--- src/design/gmm_pkg.sv ---
`default_nettype none
package gmm_pkg;
	localparam int NumComp = 3;
	localparam int CompW = $clog2(NumComp);
	localparam int CfgIdxW = 3;
	localparam int CfgDataW = 16;

	localparam logic [CfgIdxW-1:0] RegMatchMult = 3'd0;
	localparam logic [CfgIdxW-1:0] RegLearnRate = 3'd1;
	localparam logic [CfgIdxW-1:0] RegBgFrac    = 3'd2;
	localparam logic [CfgIdxW-1:0] RegNewSpread = 3'd3;
	localparam logic [CfgIdxW-1:0] RegNewWeight = 3'd4;

	localparam logic [15:0] ResetMatchMult = 16'd640;
	localparam logic [15:0] ResetLearnRate = 16'd655;
	localparam logic [15:0] ResetBgFrac    = 16'd45875;
	localparam logic [15:0] ResetNewSpread = 16'd12800;
	localparam logic [15:0] ResetNewWeight = 16'd6554;
	localparam logic [15:0] ResetWeight    = 16'(65536 / NumComp);

	// datapath operations
	typedef enum logic [3:0] {
		OP_NONE,
		OP_LOAD,    // latch sample, clear scan
		OP_CLASS,   // one step of the table build or the weight-order walk
		OP_PRIO,    // one step of the priority-order search
		OP_PICK,    // choose slot, start weight update
		OP_WUPD,    // weight product
		OP_DIV,     // one quotient bit of the shared divider
		OP_RATE,    // take r from divider
		OP_MEAN,    // mean update
		OP_VAR,     // variance terms
		OP_VSUM,    // variance sum, start square root
		OP_SQRT,    // one square root step
		OP_WRITE,   // write back component
		OP_NSUM,    // renormalize: sum weights
		OP_NDIV,    // renormalize: start divide for one slot
		OP_NSTORE   // renormalize: store one weight
	} op_t;

	typedef struct packed {
		logic div_done;
		logic sqrt_done;
		logic hit;
		logic sum_zero;
		logic scan_last;
	} status_t;
endpackage
`default_nettype wire

--- src/design/gmm_ctrl.sv ---
`default_nettype none
module gmm_ctrl import gmm_pkg::*; (
	input  wire logic    clk,
	input  wire logic    arst_n,
	input  wire logic    start,
	input  wire logic    out_busy,
	input  wire status_t st,
	output op_t          op,
	output logic         busy,
	output logic         done
);
	typedef enum logic [13:0] {
		S_IDLE  = 14'b00000000000001,
		S_CLASS = 14'b00000000000010,
		S_PRIO  = 14'b00000000000100,
		S_PICK  = 14'b00000000001000,
		S_WUPD  = 14'b00000000010000,
		S_RDIV  = 14'b00000000100000,
		S_RATE  = 14'b00000001000000,
		S_MEAN  = 14'b00000010000000,
		S_VAR   = 14'b00000100000000,
		S_SQRT  = 14'b00001000000000,
		S_WRITE = 14'b00010000000000,
		S_NSUM  = 14'b00100000000000,
		S_NDIV  = 14'b01000000000000,
		S_DONE  = 14'b10000000000000
	} state_t;

	state_t state_q, state_d;
	logic   ndiv_run_q, ndiv_run_d;
	logic   vsum_q, vsum_d;

	always_comb begin
		state_d = state_q;
		ndiv_run_d = ndiv_run_q;
		vsum_d = vsum_q;
		op = OP_NONE;
		done = 1'b0;
		unique case (state_q)
			S_IDLE: begin
				if (start) begin
					op = OP_LOAD;
					state_d = S_CLASS;
				end
			end
			S_CLASS: begin
				op = OP_CLASS;
				if (st.scan_last) state_d = S_PRIO;
			end
			S_PRIO: begin
				op = OP_PRIO;
				if (st.scan_last) state_d = S_PICK;
			end
			S_PICK: begin
				op = OP_PICK;
				state_d = st.hit ? S_WUPD : S_WRITE;
			end
			S_WUPD: begin
				op = OP_WUPD;
				state_d = S_RDIV;
			end
			S_RDIV: begin
				if (st.div_done) state_d = S_RATE;
				else op = OP_DIV;
			end
			S_RATE: begin
				op = OP_RATE;
				state_d = S_MEAN;
			end
			S_MEAN: begin
				op = OP_MEAN;
				state_d = S_VAR;
				vsum_d = 1'b0;
			end
			S_VAR: begin
				op = vsum_q ? OP_VSUM : OP_VAR;
				vsum_d = 1'b1;
				if (vsum_q) state_d = S_SQRT;
			end
			S_SQRT: begin
				if (st.sqrt_done) state_d = S_WRITE;
				else op = OP_SQRT;
			end
			S_WRITE: begin
				op = OP_WRITE;
				state_d = S_NSUM;
			end
			S_NSUM: begin
				op = OP_NSUM;
				state_d = S_NDIV;
				ndiv_run_d = 1'b0;
			end
			S_NDIV: begin
				if (st.sum_zero) begin
					state_d = S_DONE;
				end else if (!ndiv_run_q) begin
					op = OP_NDIV;
					ndiv_run_d = 1'b1;
				end else if (!st.div_done) begin
					op = OP_DIV;
				end else begin
					op = OP_NSTORE;
					ndiv_run_d = 1'b0;
					if (st.scan_last) state_d = S_DONE;
				end
			end
			S_DONE: begin
				if (!out_busy) begin
					done = 1'b1;
					state_d = S_IDLE;
				end
			end
			default: state_d = S_IDLE;
		endcase
	end

	assign busy = (state_q != S_IDLE);

	always_ff @(posedge clk or negedge arst_n) begin
		if (!arst_n) begin
			state_q <= S_IDLE;
			ndiv_run_q <= 1'b0;
			vsum_q <= 1'b0;
		end else begin
			state_q <= state_d;
			ndiv_run_q <= ndiv_run_d;
			vsum_q <= vsum_d;
		end
	end
endmodule
`default_nettype wire

--- config.mk ---
export PLATFORM = sky130hd
export DESIGN_NAME = gmm_ctrl
export DESIGN_NICKNAME = d
export VERILOG_FILES = /design/src/design/gmm_pkg.sv /design/src/design/gmm_ctrl.sv
export SDC_FILE = /design/constraint.sdc
export NUM_CORES = 1
export LEC_CHECK = 0
export ABC_AREA = 1
export BUFFER_PORTS_ARGS = -buffer_cell sky130_fd_sc_hd__buf_2
export CAP_MARGIN = 0
export CORE_MARGIN = 1
export CORE_UTILIZATION = 55
export CTS_BUF_LIST = sky130_fd_sc_hd__clkbuf_8
export CTS_CLUSTER_DIAMETER = 40
export DETAILED_ROUTE_END_ITERATION = 12
export HOLD_SLACK_MARGIN = 0.02
export PLACE_DENSITY = 0.85
export SLEW_MARGIN = 10
export SYNTH_ARGS = -nofsm -noshare
export SYNTH_HDL_FRONTEND = slang
export SYNTH_SLANG_ARGS = --single-unit
--- constraint.sdc ---
create_clock -name clk -period 2.33 [get_ports clk]
set_input_delay 0.233 -clock clk [delete_from_list [all_inputs] [get_ports clk]]
set_output_delay 0.233 -clock clk [all_outputs]
set_load 0.005 [all_outputs]
== After elaboration in Yosys (flattened, before gate mapping) ==
Cells that the tools add are included.
Storage, ports and cells
  output and inout bits: 6
  register bits after elaboration: 16
  input port bits: 9
Cells by class
  reduce and logical (&&, ||, !) cells: 4
  eq/ne operators: 26
  muxes and demuxes: 28
Operator list (count)
  $pmux 14 s14: 1
  $mux 14: 11
  $pmux 4 s13: 1
  $mux 4: 4
  $ne 2x2->1 const B: 8
  $eq 14x1->1 const B: 1
  $eq 14x10->1 const B: 1
  $eq 14x11->1 const B: 1
  $eq 14x12->1 const B: 1
  $eq 14x13->1 const B: 1
  $eq 14x14->1 const B: 1
  $eq 14x2->1 const B: 1
  $eq 14x3->1 const B: 1
  $eq 14x4->1 const B: 1
  $eq 14x5->1 const B: 1
  $eq 14x6->1 const B: 1
  $eq 14x7->1 const B: 1
  $eq 14x8->1 const B: 1
  $eq 14x9->1 const B: 1
  $ne 14x1->1 const B: 1
  $mux 11: 1
  $reduce_and 10->1: 1
  $ne 3x3->1 const B: 3
  $mux 1: 6
  5 further kinds: 7

== Logic depth before layout (Yosys ltp) ==
  word-level depth: 5
  mapped depth: 11
  gate-level depth less buffers: 11

== Least setup slack after synthesis ==
OpenSTA, ideal clock, no wires.
  path type: register -> output
  start: register state_q[2]
  end: output port op[0]
  data required time: 2097 ps
  buffers on the path: 1
  arrival time: 1218 ps
  path slack: 879 ps
  stages on the path, launching flop included: 9
  cell sequence: dfrtp_1 > nor2_2 > nand2_4 > nor2_8 > buf_8 > nand3_4 > nand2_1 > nor2_1 > nand4_1
On the way
  cells in the longest elaborated chain, start to end: 2
  elaborated cells between the ends (all ways): 14
RTL lines
  start: declaration: RTL line gmm_ctrl.sv:29  | state_t state_q, state_d;
  start signal: assignment: RTL line gmm_ctrl.sv:125  | state_q <= state_d;
  $eq 14x13->1, or another cell as far along: RTL line gmm_ctrl.sv:39  | unique case (state_q)
  $pmux 4 s13 (*): RTL line gmm_ctrl.sv:39
  end: declaration: RTL line gmm_ctrl.sv:8  | output op_t op,
Mark *: on every way between the ends. The rest lies on a longest branch, timed or not.

== Worst setup path in the final report ==
Same ends and word-level chain as after synthesis.

==> impl_results.md <==
* Die width at 48.05 um
* Critical Path RT at 2.10 ns
* Core footprint at 1982 sq um
* Synth Warn # at 0
* Antenna diode count at 0
* Inserted Clock Buffers at 3
* Number of port buffers at 14
* Final setup fails at 0
* Sequential power share at 31.8%
* Worst path arrival time at 1.81 ns
* Syn Inst Count at 167
* Setup crit end kind: output port
* Fin crit period at 2.047 ns
* Startpoint types: flop
* Final Skew at 0.001188 ns
* Worst hold path depth at 3
* Clock tree from TritonCTS: built
* Number of routed nets with antenna violations at 0
* DP Wirelength at 2.016 mm
* Final GP Congestion at 0.9012
* Syn_area_per_cell at 6.983 sq um
* Final hold vios at 0
* Largest family of logic cells by synthesized area: simple AND/OR/NAND/NOR gates
* H-tree lvl count at 1
* Setup TNS at 0 ns
* Routed WL per cell at 12.40 um
* Fillers at 160
* IO Pins at 15
* Mux contribution to synthesized area at 0%
* Total number of vias at 1,127
* Reg area at 401.6 sq um
* Switching Fraction at 41.87%
* CTS Hold Bufs at 1
* Comb power frac at 45.3%
* Sw Pwr at 0.4583 mW
* Worst-path maximum fanout at 12
* All-Layer GR Usage at 27.15%
* RSZ-0062 raised after global routing: no
* Final core utilization at 66.60%
* Worst r2r path cells at 10
* Cts repair resizes at 0
* Ratio of cells with drive above 1 in the final layout at 25.41%
* Post-route clock period utilization at 87.85%
* Die Y-Extent at 48.05 um
* Detailed Route Iter0 Violations at 48
* Synth Area in Compound Gates at 3.219%
* Vias in the first global route at 997
* Synthesized Nets at 176
* Post-synth cell types at 22
* Sequential fraction of the synthesis area at 34.44%
* Crit Path Category: reg -> out
* Post-CTS Setup Bufs at 0
* Post-Synth XOR/XNOR Area at 0%
* Remaining DRCs at 0
* Pleak at 0.7874 nW
* Rows at 16
* Layout Nets at 195
* Maximum VDD drop at 0.5766 mV
* Fmax at 0.4885 GHz
* First-pass GRT wire length at 4.264 mm
* Netlist Area Pre-Place at 1166 sq um
* Clock transition at the registers of the reported paths at 0.06 ns
* # clock sinks at 16
* Simple-Gate Fraction of Synth Area at 52.68%
* Area of the multi-input gates at 651.9 sq um
* Internal at 0.6364 mW
* Total congestion overflow at 0
* Maxcap violations at 0
* Vias per cell at 5.316
* Clock share of power at 22.9%
* First drt pass iteration count at 4
* Max_slew headroom at 75.66%
* Adder-cell share of the synthesized area at 0%
* Area Overhead vs Synth at 13.20%
* Largest net degree at the start of global routing at 17
* Slew @ Worst Pin at 0.3651 ns
* Initial Utilization at 58.84%
* Clock root cell: clkbuf_8
* Total Routed Length at 2.629 mm
* Status: finished clean
* Initial antenna violation count at 0
* Synth Register Bits at 16
* Max clock buf depth at 2
* Worst Hold Class: in -> reg
* Power density cells at 829.3 nW/um^2
* Fin. max-slew vios at 0
* Die footprint at 2308 sq um
* Clk_lat worst skew at 0.25 ns
==> cell usage in the layout, fill, tap and decap left out, types with 4 or more instances in the layout <==
| cell type | Yosys | final |
|---|---|---|
| buf_2 | 0 | 14 |
| nand2_2 | 4 | 4 |
| clkbuf_8 | 0 | 4 |
| nor2_2 | 9 | 9 |
| nand2_1 | 47 | 47 |
| nand3_1 | 13 | 13 |
| dfrtp_1 | 15 | 15 |
| inv_1 | 24 | 24 |
| nor2_1 | 29 | 29 |
==> layer usage <==
layer	GRT usage (%)	part of all wire, %
met5	0	0
met4	16.11	2.7
met3	3.774	5.1
met2	42.43	49
met1	35.48	44
==> registers in the layout, summed over array words and instances, names as in the netlist <==
register    count
ndiv_run_q      1
state_q        14
vsum_q          1
==> kinds of logic (layout without fill, tap and decap cells) <==
family	Yosys count	in the layout
AOI/OAI and AO/OA	6	6
buffers and inverters	27	45
DFF	16	16
and+or+nand+nor	118	118
==> power groups by stage <==
| stage | clock network (mW) | logic (mW) | registers [mW] |
|---|---|---|---|
| 2_1_floorplan | 0 | 0.419 | 0.343 |
| 3_3_place_gp | 0 | 0.485 | 0.347 |
| 3_5_place_dp | 0 | 0.492 | 0.349 |
| 4_1_cts | 0.253 | 0.498 | 0.346 |
| 5_1_grt | 0.260 | 0.563 | 0.350 |
| 6_report | 0.251 | 0.496 | 0.348 |
==> worst max-delay path: stages, from the launching register on <==
cell     delay, ns
dfrtp_1       0.43
nor2_2        0.22
nand2_4       0.12
nor2_8        0.23
nand3_2       0.20
inv_1         0.12
a21oi_1       0.07
nand4_1       0.07
buf_2         0.11
==> final cells by class <==
type	count	area share, %
multi-input cells	124	49.38
flip-flops and latches	16	30.43
clock buffers	4	4.171
inverters	26	7.393
well taps	27	2.559
repair buffers	15	6.066
==> through the flow <==
step	hold WS, ns	cells	total power [mW]	cell area [sq um]	setup WS [ns]
final	0.2223	212	1.095	1320	0.2831
after global routing	0.2469	212	1.173	1320	0.1671
after global placement	0.1615	207	0.8325	1255	0.6256
after floorplan	-0.06259	167	0.7619	1166	0.8792
after CTS	0.2190	212	1.097	1320	0.2931
after detailed placement	0.1686	207	0.8409	1255	0.5930
==> path summary, 6_finish.rpt <==
path | from | endpoint | slack [ns]
max | state_q[2] | op[0] | 0.28
min | st[2] | state_q[4] | 0.22
max reg2reg | state_q[2] | state_q[13] | 0.56
min reg2reg | ndiv_run_q | ndiv_run_q | 0.55
max in group asynchronous | arst_n | state_q[0] | 1.59
min in group asynchronous | arst_n | state_q[11] | 0.42
==> synthesized netlist by cell type, drive strengths merged <==
cell type	n	share of area [%]
a21oi	2	0.86
a31o	1	0.75
a31oi	1	0.54
buf	1	1.3
dfrtp	15	32
dfstp	1	2.3
inv	26	8.4
nand2	53	19
nand3	19	13
nand4	3	1.6
nor2	42	19
nor3	1	0.43
o21ai	1	0.43
o31ai	1	0.64
Power figures use the tool's default switching activity.
